## src/design/msadpcm_pkg.sv

```systemverilog
// shared types, constants and lookup tables of the MS ADPCM packet decoder
package msadpcm_pkg;

   // default upper bound on the packet size
   localparam int MAX_PACKET_BYTES_DEF = 8192;

   // configuration register widths and reset values
   localparam int CFG_SIZE_W = 14;
   localparam logic [CFG_SIZE_W-1:0] PKT_SIZE_RESET = 14'd1024;
   localparam int PKT_SIZE_MIN = 16;

   // configuration register indexes
   localparam logic CSR_STEREO   = 1'b0;
   localparam logic CSR_PKT_SIZE = 1'b1;

   // header lengths in bytes
   localparam logic [3:0] HDR_LEN_MONO   = 4'd7;
   localparam logic [3:0] HDR_LEN_STEREO = 4'd14;

   // highest valid predictor index
   localparam logic [7:0] PRED_IDX_MAX = 8'd6;

   // step size clamp bounds
   localparam int STEP_MIN = 16;
   localparam int STEP_MAX = 32767;

   // index of the final header sample in the emission sequence
   localparam logic [1:0] HDR_LAST_K_MONO   = 2'd1;
   localparam logic [1:0] HDR_LAST_K_STEREO = 2'd3;

   // where the current byte falls inside its packet
   typedef enum logic [1:0] {
      CLS_INDEX,
      CLS_FIELD,
      CLS_LAST_HDR,
      CLS_BODY
   } byte_class_type;

   // commands from the controller to the datapath
   typedef struct packed {
      logic       accept;     // byte taken from the input this cycle
      logic       hdr_write;  // apply a header byte
      logic       adv;        // step the byte position
      logic       mul;        // load the product registers
      logic       upd;        // finish one nibble and emit its sample
      logic       nib_sel;    // 0 high nibble, 1 low nibble
      logic       emit_hdr;   // emit one header sample
      logic [1:0] hdr_k;      // which header sample
      logic       emit_err;   // emit the bad predictor result
   } cmd_type;

   // status from the datapath to the controller
   typedef struct packed {
      byte_class_type cls;
      logic           bad_index;
      logic           out_free;
      logic           stereo;
   } sts_type;

   // step adaptation table
   function automatic logic [9:0] adapt_f(input logic [3:0] nib);
      logic [9:0] v;
      case (nib)
         4'd4, 4'd12: v = 10'd307;
         4'd5, 4'd11: v = 10'd409;
         4'd6, 4'd10: v = 10'd512;
         4'd7, 4'd9:  v = 10'd614;
         4'd8:        v = 10'd768;
         default:     v = 10'd230;
      endcase
      return v;
   endfunction

   // first predictor coefficient
   function automatic logic signed [10:0] coef_a_f(input logic [2:0] idx);
      logic signed [10:0] v;
      case (idx)
         3'd0:    v = 11'sd256;
         3'd1:    v = 11'sd512;
         3'd3:    v = 11'sd192;
         3'd4:    v = 11'sd240;
         3'd5:    v = 11'sd460;
         3'd6:    v = 11'sd392;
         default: v = 11'sd0;
      endcase
      return v;
   endfunction

   // second predictor coefficient
   function automatic logic signed [9:0] coef_b_f(input logic [2:0] idx);
      logic signed [9:0] v;
      case (idx)
         3'd1:    v = -10'sd256;
         3'd3:    v = 10'sd64;
         3'd5:    v = -10'sd208;
         3'd6:    v = -10'sd232;
         default: v = 10'sd0;
      endcase
      return v;
   endfunction

endpackage

```

## src/design/msadpcm_ctrl.sv

```systemverilog
// controller state machine of the MS ADPCM packet decoder
module msadpcm_ctrl (
   input  logic                 clock,
   input  logic                 reset,
   input  logic                 req_tvalid,
   output logic                 req_tready,
   input  msadpcm_pkg::sts_type sts,
   output msadpcm_pkg::cmd_type cmd
);

   localparam logic [2:0] S_IDLE = 3'd0;
   localparam logic [2:0] S_UPD0 = 3'd1;
   localparam logic [2:0] S_MUL1 = 3'd2;
   localparam logic [2:0] S_UPD1 = 3'd3;
   localparam logic [2:0] S_HOUT = 3'd4;
   localparam logic [2:0] S_ERR  = 3'd5;
   localparam logic [2:0] S_HALT = 3'd6;

   logic [2:0] state_ff, state_in;
   logic [1:0] k_ff, k_in;
   logic [1:0] last_k;

   assign last_k = sts.stereo ? msadpcm_pkg::HDR_LAST_K_STEREO
                              : msadpcm_pkg::HDR_LAST_K_MONO;

   // input is taken while idle, and dropped once halted
   assign req_tready = (state_ff == S_IDLE) || (state_ff == S_HALT);

   // next state and commands
   always_comb begin
      state_in = state_ff;
      k_in     = k_ff;
      cmd      = '0;
      unique case (state_ff)
         S_IDLE: begin
            if (req_tvalid) begin
               cmd.accept = 1'b1;
               unique case (sts.cls)
                  msadpcm_pkg::CLS_INDEX: begin
                     if (sts.bad_index) begin
                        state_in = S_ERR;
                     end else begin
                        cmd.hdr_write = 1'b1;
                        cmd.adv       = 1'b1;
                     end
                  end
                  msadpcm_pkg::CLS_FIELD: begin
                     cmd.hdr_write = 1'b1;
                     cmd.adv       = 1'b1;
                  end
                  msadpcm_pkg::CLS_LAST_HDR: begin
                     cmd.hdr_write = 1'b1;
                     cmd.adv       = 1'b1;
                     k_in          = 2'd0;
                     state_in      = S_HOUT;
                  end
                  msadpcm_pkg::CLS_BODY: begin
                     cmd.mul  = 1'b1;
                     state_in = S_UPD0;
                  end
               endcase
            end
         end
         S_UPD0: begin
            if (sts.out_free) begin
               cmd.upd  = 1'b1;
               state_in = S_MUL1;
            end
         end
         S_MUL1: begin
            cmd.mul     = 1'b1;
            cmd.nib_sel = 1'b1;
            state_in    = S_UPD1;
         end
         S_UPD1: begin
            cmd.nib_sel = 1'b1;
            if (sts.out_free) begin
               cmd.upd  = 1'b1;
               cmd.adv  = 1'b1;
               state_in = S_IDLE;
            end
         end
         S_HOUT: begin
            cmd.hdr_k = k_ff;
            if (sts.out_free) begin
               cmd.emit_hdr = 1'b1;
               if (k_ff == last_k) begin
                  state_in = S_IDLE;
               end else begin
                  k_in = k_ff + 2'd1;
               end
            end
         end
         S_ERR: begin
            if (sts.out_free) begin
               cmd.emit_err = 1'b1;
               state_in     = S_HALT;
            end
         end
         S_HALT: begin
            state_in = S_HALT;
         end
         default: begin
            state_in = S_IDLE;
         end
      endcase
   end

   // state registers
   always_ff @(posedge clock) begin
      if (reset) begin
         state_ff <= S_IDLE;
         k_ff     <= 2'd0;
      end else begin
         state_ff <= state_in;
         k_ff     <= k_in;
      end
   end

endmodule

```

## src/design/msadpcm_dp.sv

```systemverilog
// datapath of the MS ADPCM packet decoder: position, channel state, nibble math
module msadpcm_dp #(
   parameter int MAX_PACKET_BYTES = msadpcm_pkg::MAX_PACKET_BYTES_DEF
) (
   input  logic                                clock,
   input  logic                                reset,
   input  msadpcm_pkg::cmd_type                cmd,
   output msadpcm_pkg::sts_type                sts,
   input  logic                                csr_wr_en,
   input  logic                                csr_addr,
   input  logic [msadpcm_pkg::CFG_SIZE_W-1:0]  csr_wdata,
   input  logic [7:0]                          req_data,
   output logic                                rsp_valid,
   input  logic                                rsp_ready,
   output logic [15:0]                         rsp_sample,
   output logic                                rsp_channel,
   output logic                                rsp_last,
   output logic                                rsp_error
);

   localparam int POS_W = $clog2(MAX_PACKET_BYTES);
   localparam int SW = ($clog2(MAX_PACKET_BYTES + 1) > msadpcm_pkg::CFG_SIZE_W)
                       ? $clog2(MAX_PACKET_BYTES + 1) : msadpcm_pkg::CFG_SIZE_W;

   localparam logic [1:0] FIELD_STEP   = 2'd0;
   localparam logic [1:0] FIELD_NEWEST = 2'd1;

   // configuration
   logic                                stereo_ff;
   logic [msadpcm_pkg::CFG_SIZE_W-1:0]  size_ff;

   // packet state
   logic [POS_W-1:0]          pos_ff, pos_in;
   logic [7:0]                byte_ff;
   logic [7:0]                latch_ff, latch_in;
   logic signed [10:0]        coef_a_ff [2];
   logic signed [10:0]        coef_a_in [2];
   logic signed [9:0]         coef_b_ff [2];
   logic signed [9:0]         coef_b_in [2];
   logic signed [15:0]        step_ff [2];
   logic signed [15:0]        step_in [2];
   logic signed [15:0]        newest_ff [2];
   logic signed [15:0]        newest_in [2];
   logic signed [15:0]        older_ff [2];
   logic signed [15:0]        older_in [2];

   // product registers
   logic signed [26:0]        pa_ff, pa_in;
   logic signed [25:0]        pb_ff, pb_in;
   logic signed [19:0]        ps_ff, ps_in;
   logic signed [26:0]        pd_ff, pd_in;

   // output register
   logic                      rsp_valid_ff;
   logic [15:0]               rsp_sample_ff, rsp_sample_in;
   logic                      rsp_channel_ff, rsp_channel_in;
   logic                      rsp_last_ff, rsp_last_in;
   logic                      rsp_error_ff, rsp_error_in;

   logic [7:0]                byte_in;
   logic [3:0]                hdr_len;
   logic [3:0]                fk;
   logic [1:0]                field;
   logic                      is_index;
   logic                      in_hdr;
   logic                      hdr_last;
   msadpcm_pkg::byte_class_type cls;
   logic                      ch_sel;
   logic [3:0]                nib;
   logic [SW-1:0]             size_w;
   logic [SW-1:0]             eff_size;
   logic [SW-1:0]             pos_inc;
   logic signed [27:0]        sum_w;
   logic signed [19:0]        q_w;
   logic signed [20:0]        pred_w;
   logic signed [15:0]        pred_sat;
   logic signed [18:0]        dq_w;
   logic signed [15:0]        step_new;
   logic [1:0]                last_k;
   logic                      emit;

   // byte under work: straight from the input on the accept cycle
   assign byte_in = cmd.accept ? req_data : byte_ff;

   // position decode
   assign hdr_len  = stereo_ff ? msadpcm_pkg::HDR_LEN_STEREO : msadpcm_pkg::HDR_LEN_MONO;
   assign is_index = (pos_ff == '0) || (stereo_ff && (pos_ff == POS_W'(1)));
   assign in_hdr   = pos_ff < POS_W'(hdr_len);
   assign hdr_last = pos_ff == POS_W'(hdr_len - 4'd1);
   assign fk       = pos_ff[3:0] - 4'd1 - {3'b000, stereo_ff};
   assign field    = stereo_ff ? fk[3:2] : fk[2:1];

   always_comb begin
      if (is_index) begin
         cls = msadpcm_pkg::CLS_INDEX;
      end else if (hdr_last) begin
         cls = msadpcm_pkg::CLS_LAST_HDR;
      end else if (in_hdr) begin
         cls = msadpcm_pkg::CLS_FIELD;
      end else begin
         cls = msadpcm_pkg::CLS_BODY;
      end
   end

   // single channel select for every state access
   always_comb begin
      if (cmd.emit_hdr) begin
         ch_sel = stereo_ff & cmd.hdr_k[0];
      end else if (cmd.mul || cmd.upd) begin
         ch_sel = stereo_ff & cmd.nib_sel;
      end else if (is_index) begin
         ch_sel = pos_ff[0];
      end else begin
         ch_sel = stereo_ff & fk[1];
      end
   end

   // the index check is only looked at on the accept cycle, so it reads the input directly
   assign sts.cls       = cls;
   assign sts.bad_index = req_data > msadpcm_pkg::PRED_IDX_MAX;
   assign sts.out_free  = !rsp_valid_ff || rsp_ready;
   assign sts.stereo    = stereo_ff;

   // products for one nibble
   assign nib   = cmd.nib_sel ? byte_in[3:0] : byte_in[7:4];
   assign pa_in = newest_ff[ch_sel] * coef_a_ff[ch_sel];
   assign pb_in = older_ff[ch_sel] * coef_b_ff[ch_sel];
   assign ps_in = $signed(nib) * step_ff[ch_sel];
   assign pd_in = $signed({1'b0, msadpcm_pkg::adapt_f(nib)}) * step_ff[ch_sel];

   // prediction, divide toward zero, add the scaled nibble, saturate
   assign sum_w  = 28'(pa_ff) + 28'(pb_ff);
   assign q_w    = $signed(sum_w[27:8])
                   + ((sum_w[27] && (sum_w[7:0] != 8'd0)) ? 20'sd1 : 20'sd0);
   assign pred_w = 21'(q_w) + 21'(ps_ff);

   always_comb begin
      if (pred_w > 21'sd32767) begin
         pred_sat = 16'sd32767;
      end else if (pred_w < -21'sd32768) begin
         pred_sat = -16'sd32768;
      end else begin
         pred_sat = pred_w[15:0];
      end
   end

   // step adaptation, divide toward zero, clamp
   assign dq_w = $signed(pd_ff[26:8])
                 + ((pd_ff[26] && (pd_ff[7:0] != 8'd0)) ? 19'sd1 : 19'sd0);

   always_comb begin
      if (dq_w < 19'(msadpcm_pkg::STEP_MIN)) begin
         step_new = 16'(msadpcm_pkg::STEP_MIN);
      end else if (dq_w > 19'(msadpcm_pkg::STEP_MAX)) begin
         step_new = 16'(msadpcm_pkg::STEP_MAX);
      end else begin
         step_new = dq_w[15:0];
      end
   end

   // effective packet size and position wrap
   assign size_w  = SW'(size_ff);
   assign pos_inc = SW'(pos_ff) + SW'(1);

   always_comb begin
      if (size_w < SW'(msadpcm_pkg::PKT_SIZE_MIN)) begin
         eff_size = SW'(msadpcm_pkg::PKT_SIZE_MIN);
      end else if (size_w > SW'(MAX_PACKET_BYTES)) begin
         eff_size = SW'(MAX_PACKET_BYTES);
      end else begin
         eff_size = size_w;
      end
   end

   // channel state updates
   always_comb begin
      coef_a_in = coef_a_ff;
      coef_b_in = coef_b_ff;
      step_in   = step_ff;
      newest_in = newest_ff;
      older_in  = older_ff;
      latch_in  = latch_ff;
      pos_in    = pos_ff;
      if (cmd.hdr_write) begin
         if (is_index) begin
            coef_a_in[ch_sel] = msadpcm_pkg::coef_a_f(byte_in[2:0]);
            coef_b_in[ch_sel] = msadpcm_pkg::coef_b_f(byte_in[2:0]);
         end else if (!fk[0]) begin
            latch_in = byte_in;
         end else begin
            case (field)
               FIELD_STEP:   step_in[ch_sel]   = {byte_in, latch_ff};
               FIELD_NEWEST: newest_in[ch_sel] = {byte_in, latch_ff};
               default:      older_in[ch_sel]  = {byte_in, latch_ff};
            endcase
         end
      end
      if (cmd.upd) begin
         older_in[ch_sel]  = newest_ff[ch_sel];
         newest_in[ch_sel] = pred_sat;
         step_in[ch_sel]   = step_new;
      end
      if (cmd.adv) begin
         pos_in = (pos_inc >= eff_size) ? '0 : pos_inc[POS_W-1:0];
      end
   end

   // result selection
   assign last_k = stereo_ff ? msadpcm_pkg::HDR_LAST_K_STEREO : msadpcm_pkg::HDR_LAST_K_MONO;
   assign emit   = cmd.upd || cmd.emit_hdr || cmd.emit_err;

   always_comb begin
      rsp_sample_in  = 16'd0;
      rsp_channel_in = ch_sel;
      rsp_last_in    = 1'b1;
      rsp_error_in   = 1'b0;
      if (cmd.upd) begin
         rsp_sample_in = pred_sat;
         rsp_last_in   = cmd.nib_sel;
      end else if (cmd.emit_hdr) begin
         if (stereo_ff ? cmd.hdr_k[1] : cmd.hdr_k[0]) begin
            rsp_sample_in = newest_ff[ch_sel];
         end else begin
            rsp_sample_in = older_ff[ch_sel];
         end
         rsp_last_in = cmd.hdr_k == last_k;
      end else begin
         rsp_error_in = 1'b1;
      end
   end

   // configuration registers
   always_ff @(posedge clock) begin
      if (reset) begin
         stereo_ff <= 1'b0;
         size_ff   <= msadpcm_pkg::PKT_SIZE_RESET;
      end else if (csr_wr_en) begin
         unique case (csr_addr)
            msadpcm_pkg::CSR_STEREO:   stereo_ff <= csr_wdata[0];
            msadpcm_pkg::CSR_PKT_SIZE: size_ff   <= csr_wdata;
         endcase
      end
   end

   // packet and channel state
   always_ff @(posedge clock) begin
      if (reset) begin
         pos_ff    <= '0;
         latch_ff  <= 8'd0;
         coef_a_ff <= '{default: '0};
         coef_b_ff <= '{default: '0};
         step_ff   <= '{default: '0};
         newest_ff <= '{default: '0};
         older_ff  <= '{default: '0};
      end else begin
         pos_ff    <= pos_in;
         latch_ff  <= latch_in;
         coef_a_ff <= coef_a_in;
         coef_b_ff <= coef_b_in;
         step_ff   <= step_in;
         newest_ff <= newest_in;
         older_ff  <= older_in;
      end
   end

   // byte and product registers
   always_ff @(posedge clock) begin
      if (cmd.accept) begin
         byte_ff <= req_data;
      end
      if (cmd.mul) begin
         pa_ff <= pa_in;
         pb_ff <= pb_in;
         ps_ff <= ps_in;
         pd_ff <= pd_in;
      end
   end

   // output register
   always_ff @(posedge clock) begin
      if (reset) begin
         rsp_valid_ff <= 1'b0;
      end else if (emit) begin
         rsp_valid_ff <= 1'b1;
      end else if (rsp_ready) begin
         rsp_valid_ff <= 1'b0;
      end
      if (emit) begin
         rsp_sample_ff  <= rsp_sample_in;
         rsp_channel_ff <= rsp_channel_in;
         rsp_last_ff    <= rsp_last_in;
         rsp_error_ff   <= rsp_error_in;
      end
   end

   assign rsp_valid   = rsp_valid_ff;
   assign rsp_sample  = rsp_sample_ff;
   assign rsp_channel = rsp_channel_ff;
   assign rsp_last    = rsp_last_ff;
   assign rsp_error   = rsp_error_ff;

endmodule

```

## src/design/ms_adpcm_packet_decoder.sv

```systemverilog
// top level of the MS ADPCM packet decoder
//
//  channel  dir  handshake             payload
//  req_     in   req_tvalid/tready     tdata[7:0] data_byte
//  rsp_     out  rsp_tvalid/tready     tdata[15:0] sample, tuser {error, channel}, tlast
//  csr_     in   csr_wr_en             csr_addr register index, csr_wdata value
//
// a header byte is applied as it is taken; the last header byte then puts out two (mono)
// or four (stereo) samples, one per cycle while the output register is free
// a body byte goes through two passes of multiply then update, one per nibble,
// each update waiting for the single output register to be free
// reset is synchronous, clears the position and channel state and resets the configuration
// a bad predictor index gives one error item, then input items are taken and dropped
module ms_adpcm_packet_decoder #(
   parameter int MAX_PACKET_BYTES = msadpcm_pkg::MAX_PACKET_BYTES_DEF
) (
   input  logic                               clock,
   input  logic                               reset,
   input  logic                               req_tvalid,
   output logic                               req_tready,
   input  logic [7:0]                         req_tdata,   // [7:0] data_byte
   output logic                               rsp_tvalid,
   input  logic                               rsp_tready,
   output logic [15:0]                        rsp_tdata,   // [15:0] sample
   output logic [1:0]                         rsp_tuser,   // [0] channel, [1] error
   output logic                               rsp_tlast,
   input  logic                               csr_wr_en,
   input  logic                               csr_addr,
   input  logic [msadpcm_pkg::CFG_SIZE_W-1:0] csr_wdata
);

   msadpcm_pkg::cmd_type cmd;
   msadpcm_pkg::sts_type sts;
   logic                 rsp_channel;
   logic                 rsp_error;

   // sequencing
   msadpcm_ctrl u_ctrl (
      .clock      (clock),
      .reset      (reset),
      .req_tvalid (req_tvalid),
      .req_tready (req_tready),
      .sts        (sts),
      .cmd        (cmd)
   );

   // state and arithmetic
   msadpcm_dp #(
      .MAX_PACKET_BYTES (MAX_PACKET_BYTES)
   ) u_dp (
      .clock       (clock),
      .reset       (reset),
      .cmd         (cmd),
      .sts         (sts),
      .csr_wr_en   (csr_wr_en),
      .csr_addr    (csr_addr),
      .csr_wdata   (csr_wdata),
      .req_data    (req_tdata),
      .rsp_valid   (rsp_tvalid),
      .rsp_ready   (rsp_tready),
      .rsp_sample  (rsp_tdata),
      .rsp_channel (rsp_channel),
      .rsp_last    (rsp_tlast),
      .rsp_error   (rsp_error)
   );

   assign rsp_tuser = {rsp_error, rsp_channel};

   // at most one source loads the output register
   a_one_emit: assert property (@(posedge clock) disable iff (reset)
      $onehot0({cmd.upd, cmd.emit_hdr, cmd.emit_err}))
      else $error("two result sources in one cycle");

   // a result is only loaded into a free output register
   a_emit_free: assert property (@(posedge clock) disable iff (reset)
      (cmd.upd || cmd.emit_hdr || cmd.emit_err) |-> sts.out_free)
      else $error("output register overwritten");

   // an error item is a lone, zero, final item
   a_err_form: assert property (@(posedge clock) disable iff (reset)
      (rsp_tvalid && rsp_tuser[1]) |-> (rsp_tlast && (rsp_tdata == 16'd0)))
      else $error("malformed error item");

   // nothing follows a delivered error item
   a_err_halt: assert property (@(posedge clock) disable iff (reset)
      (rsp_tvalid && rsp_tready && rsp_tuser[1]) |=> !rsp_tvalid)
      else $error("result after halt");

endmodule

```

## config.mk

```make
export PLATFORM = sky130hd
export DESIGN_NAME = ms_adpcm_packet_decoder
export DESIGN_NICKNAME = d
export VERILOG_FILES = /design/src/design/msadpcm_pkg.sv /design/src/design/msadpcm_ctrl.sv /design/src/design/msadpcm_dp.sv /design/src/design/ms_adpcm_packet_decoder.sv
export SDC_FILE = /design/constraint.sdc
export NUM_CORES = 2
export LEC_CHECK = 0
export BUFFER_PORTS_ARGS = -buffer_cell sky130_fd_sc_hd__buf_4
export CAP_MARGIN = 20
export CORE_UTILIZATION = 40
export DETAILED_ROUTE_END_ITERATION = 8
export PLACE_DENSITY_LB_ADDON = 0.12
export SYNTH_ARGS = -nofsm -noshare
export SYNTH_HDL_FRONTEND = slang
export SYNTH_SLANG_ARGS = --single-unit
```

## constraint.sdc

```tcl
create_clock -name clock -period 20.8 [get_ports clock]
set_input_delay 1.04 -clock clock [delete_from_list [all_inputs] [get_ports clock]]
set_output_delay 1.04 -clock clock [all_outputs]
set_load 0.1 [all_outputs]
```

* After elaboration in Yosys (flattened, before gate mapping)
Memories as Yosys holds them, arrays and structs flattened.
Cells that the tools add are included.
** Cells by class
- Add/subtract/negate cells :: 9
- Multipliers :: 4
- Magnitude comparators :: 11
- Equality and inequality tests :: 29
- Mux-type cells :: 105
- Bitwise operators :: 7
- Reductions and logical operators :: 30
** Operator list (count)
- $mux W32 :: 15
- $mux W16 :: 17
- $bwmux W32 :: 6
- $mux W11 :: 6
- $mux W10 :: 6
- $pmux W10 S6 :: 1
- $pmux W10 S4 :: 1
- $add A27 B26 Y28 :: 1
- $mux W14 :: 2
- $mul A11 B16 Y27 :: 1
- $mul A16 B11 Y27 :: 1
- $mul A16 B10 Y26 :: 1
- $mux W3 :: 8
- $bwmux W22 :: 1
- $mux W2 :: 11
- $add A20 B20 Y21 :: 1
- $gt A21 B16 Y1 const B :: 1
- $lt A21 B16 Y1 const B :: 1
- $pmux W3 S7 :: 1
- $add A20 B2 Y20 :: 1
- $bwmux W20 :: 1
- $mul A4 B16 Y20 :: 1
- $add A19 B19 Y19 :: 1
- $gt A19 B16 Y1 const B :: 1
- other kinds (51) :: 108
** Word-level totals
- Register bits after elaboration :: 307
- ROM bits :: 160
- Bits of input ports :: 28
- Output and inout bits :: 21
- Word-level logic and storage cells :: 222
- Memories kept :: 1
** Memory list
- (name not given) :: depth 16, width 10, rd ports 1, clocked after Yosys merged registers in 0, wr ports 0, RTL line msadpcm_pkg.sv:63 : case (nib)

* Longest topological paths before layout
- Depth after elaboration :: 25
- Mapped depth :: 40
- Gate-level depth less buffers :: 37

* By module
From an unflattened synthesis, not the netlist that was laid out.
** Second synthesis, totals
- Cell total of the unflattened synthesis :: 3486
- Area, all modules :: 31655.4 sq um
** Modules (own cells, without submodules)
- msadpcm_dp :: times used 1, cells each 3416, area an instance 31077.3 sq um, seq. area each 6686.4 sq um
- msadpcm_ctrl :: times used 1, cells each 68, area an instance 563.0 sq um, seq. area each 100.1 sq um
- ms_adpcm_packet_decoder :: times used 1, cells each 2, area an instance 15.0 sq um, seq. area each 0.0 sq um

* Worst setup path after synthesis
Ideal clock, no wire load.
- Kind :: flip-flop to flip-flop
- Start :: register u_dp.stereo_ff
- End :: register u_dp.pd_ff[26] (data pin)
- Setup time :: 0.167 ns
- Arrival time :: 14.983 ns
- Required time :: 20.633 ns
- Path slack :: 5.650 ns
- Cell stages (with the launch flop) :: 38
- Path buffers :: 3
- Clock period less this slack :: 15.150 ns
- Cells stage by stage :: dfxtp_1 buf_2 inv_1 ha_1 nand3b_1 nor3_1 nor4_1 nor2_1 ha_1 a21oi_1 nor3_1 nand2b_1 o21ai_0 a21oi_1 clkbuf_1 buf_2 mux2i_1 nor2_1 [... 2 more ...] fa_1 inv_1 fa_1 fa_1 inv_1 fa_1 inv_1 ha_1 and3_1 nand3_1 o21ai_0 a311o_1 o21ai_0 a31oi_1 nand2_1 a21oi_1 o2111a_1 a211oi_1
** RTL lines
- start: declaration :: RTL line msadpcm_dp.sv:29 : logic stereo_ff;
- start signal: assignment :: RTL line msadpcm_dp.sv:239 : msadpcm_pkg::CSR_STEREO: stereo_ff <= csr_wdata[0];
- end signal: assignment :: RTL line msadpcm_dp.sv:275 : pd_ff <= pd_in;
- end: declaration :: RTL line msadpcm_dp.sv:51 : logic signed [26:0] pd_ff, pd_in;

==> run_results.csv <==
group,metric,value,unit
critical_path,crit_arrival,10.57,ns
worst_hold_path,hold_start,"u_dp.byte_ff[3]$_DFF_P_",
clock_network,cts_resized,0,
timing,finalSetupTns,0,ns
drt,drtPass1Iterations,5,
clock_network,h-tree-depth,2,
critical_path,r2r_end,"u_dp.pa_ff[25]$_DFFE_PP_",
timing,relSlewSlack,27.1,%
cells_and_area,areaGrowthSynthToFinish,9.20,%
critical_path,critPathSlowestCell,"mux2i_1",
clock_network,numCtsBuffers,39,
clock_network,cts_tree,"built",
synthesis,ys_seq_area_share,21.3,%
drt,antenna_left,0,
synthesis,synthSimpleGateAreaFrac,15.0,%
critical_path,rr_startpoint,"u_dp.stereo_ff$_SDFFE_PP0P_",
drt,vias,24775,
die,die_y,284,um
global_route,first_global_vias,25010,
place,place_area,33500,um2
synthesis,yosysWarnings,0,
timing,hold_viol,0,
timing,drv_slew,0,
timing,grt_setup_unrepaired,"false",
timing,finalSetupViolCount,0,
status,outcome,"complete, no violations",
drt,drc,0,
global_route,overflow,0,
critical_path,rrSetupSlack,10.57,ns
critical_path,critPathKind,"flop to flop",
critical_path,path_buf_inv,7,
synthesis,synth_xor_area_share,4.51,%
run,max-cap-violations,0,
place,gp_congestion,0.896,
critical_path,max_stage_delay,0.80,ns
die,die_w,284,um
clock_network,cts_setup_buffers,0,
timing,post-route-period-util,49.2,%
timing,finalClockSkew,0.0386,ns
pwr,leakagePower,16.7,nW
timing,whs,0.464,ns
synthesis,synth_compound_area_share,12.3,%
place,port-buffer-count,48,
cells_and_area,drive_gt1_share,7.00,%
synthesis,synth-edff-count,114,
cells_and_area,final_area,34800,um2
pwr,combPwrFrac,68.6,%
cells_and_area,final_common_cell,"inv_1",
synthesis,synth_top_family_by_area,"adder cells",
critical_path,path_delay_family,"adder cells",
synthesis,postSynth.asyncResetShare,0,%
die,initial_core_util,40.4,%
synthesis,ys.flop_type,"dfxtp_1",
die,die_area,80800,um2
pwr,internal_power,0.00225,W
cells_and_area,multi_input_area,22800,um2
synthesis,synth.area.mux_share,4.90,%
synthesis,syn-num-nets,4262,
synthesis,syn-mean-instance-area,8.95,um2
clock_network,cts_hold_buf,0,
clock_network,clk_latency,0.59,ns
pwr,swShare,53.6,%
drt,wl_per_cell,20.1,um
clock_network,root_buffer,"clkbuf_16",
synthesis,synthAdderAreaFrac,34.6,%
worst_hold_path,min_path_cells,2,
cells_and_area,fin_nets,4282,
clock_network,clk_pin_slew,0.06,ns
drt,routed_wl,93800,um
global_route,grtUsageTotal,23.5,%
place,post-dp-hpwl,75800,um
timing,tightest_slew,1.06,ns
worst_hold_path,min_path_type,"flop to flop",
critical_path,required,21.13,ns
synthesis,ys_types,83,
critical_path,path_common_cell,"ha_1",
pwr,power.density,139,nW/um2
timing,min_period,10.23,ns
global_route,grt_max_degree,82,
critical_path,end_kind,"flop",
clock_network,cts_buffer_depth,3,
drt,drt_iter0_markers,1633,
cells_and_area,nFillCells,7875,
pwr,ir_worst_vdd,0.0824,mV
die,io_pins,49,
timing,fmax,97.7,MHz
cells_and_area,seqCellArea,6790,um2
drt,avgViaCountPerCell,5.31,
die,num_rows,103,
synthesis,synthCells,3563,
worst_hold_path,min_to,"u_dp.byte_ff[3]$_DFF_P_",
synthesis,netlist_area,31900,um2
pwr,seqPwrFrac,17.8,%
pwr,power.share.clock,13.6,%
critical_path,worst-r2r-cell-count,37,
global_route,grt_pass1_wl,148000,um
clock_network,cts_sinks,282,
global_route,antenna_found_initial,3,
synthesis,postSynthRegisterBits,282,
cells_and_area,n_antenna_cell,0,
critical_path,startpoint_type,"flop",
critical_path,cp_max_fo,51,
pwr,netSwitchingPower,0.00260,W
die,core_region_area,78900,um2
cells_and_area,final_cell_mix,"inv_1 (485), nor2_1 (424), fa_1 (350)",
==> power groups by stage <==
stage,sequential [W],clock (W),combinational (W)
2_1_floorplan,0.000976,0,0.00211
3_3_place_gp,0.000876,0,0.00329
3_5_place_dp,0.000874,0,0.00327
4_1_cts,0.000864,0.000675,0.00332
5_1_grt,0.000877,0.000695,0.00363
6_report,0.000864,0.000660,0.00332
==> cell type report <==
class,instances,share of cell area [%]
clock buffer,46,2.88
multi-input combinational,2666,65.5
inverter,487,5.25
sequential,282,19.5
clock inverter,25,0.687
timing repair buffer,107,2.39
tap,1050,3.77
==> synth_stat cells (48+ instances only) <==
cell | n | share of area (%)
a21oi_1 | 182 | 2.9
mux2i_1 | 120 | 3.8
a21o_1 | 48 | 1.1
dfxtp_1 | 168 | 11
nor2_1 | 425 | 5.0
inv_1 | 486 | 5.7
fa_1 | 350 | 22
clkbuf_1 | 102 | 1.2
xor2_1 | 49 | 1.3
ha_1 | 321 | 13
nand2_1 | 339 | 4.0
o21ai_0 | 76 | 1.2
xnor2_1 | 115 | 3.2
edfxtp_1 | 114 | 11
==> cell families after synthesis <==
kind of cell	Yosys count
compound gates	598
xor+xnor	164
fa+ha+maj	671
buf+inv	615
flops	282
mux	152
simple gates	1081
==> per-layer routing <==
metal	routed length [um]	track usage [%]
met5	0	0
met2	42900	38.3
met1	44700	33.2
met3	3910	2.45
met4	2290	6.09
==> through the flow <==
step	setup slack [ns]	utilization, %	total power (W)	std cells
2_1_floorplan	5.65	-	0.00309	3563
3_5_place_dp	10.54	42.5	0.00414	4589
4_1_cts	10.50	44.1	0.00486	4660
6_report	10.57	44.1	0.00485	4663
5_1_grt	9.87	44.1	0.00521	4663
3_3_place_gp	10.54	42.4	0.00416	4583
==> worst min-delay path, delay by kind of cell, from the launching register on <==
family   cells  cell delay, ns
flops        1            0.30
mux          1            0.07
buf+inv      1            0.06
==> flip-flops by register name (all words and copies together), names as in the netlist, 3 cells and up <==
signal / flops
u_dp.byte_ff: 8
u_dp.size_ff: 14
u_dp.ps_ff: 20
u_dp.coef_b_ff: 8
u_dp.older_ff: 32
u_dp.latch_ff: 8
u_dp.step_ff: 32
u_dp.pos_ff: 13
u_dp.pb_ff: 23
u_dp.pd_ff: 27
u_ctrl.state_ff: 3
u_dp.coef_a_ff: 14
u_dp.newest_ff: 32
u_dp.rsp_sample: 16
u_dp.pa_ff: 25
==> how the worst max path moves through the flow <==
stage | startpoint | to | cells past startpoint | slack (ns)
2_1_floorplan | u_dp.stereo_ff$_SDFFE_PP0P_ | u_dp.pd_ff[26]$_DFFE_PP_ | 37 | 5.65
3_3_place_gp | u_dp.stereo_ff$_SDFFE_PP0P_ | u_dp.pa_ff[26]$_DFFE_PP_ | 34 | 10.54
3_5_place_dp | u_dp.stereo_ff$_SDFFE_PP0P_ | u_dp.pa_ff[25]$_DFFE_PP_ | 37 | 10.54
4_1_cts | u_dp.stereo_ff$_SDFFE_PP0P_ | u_dp.pa_ff[25]$_DFFE_PP_ | 37 | 10.50
5_1_grt | u_dp.stereo_ff$_SDFFE_PP0P_ | u_dp.pa_ff[25]$_DFFE_PP_ | 37 | 9.87
6_report | u_dp.stereo_ff$_SDFFE_PP0P_ | u_dp.pa_ff[25]$_DFFE_PP_ | 37 | 10.57
Note: power is estimated with default switching activity, not from simulation.
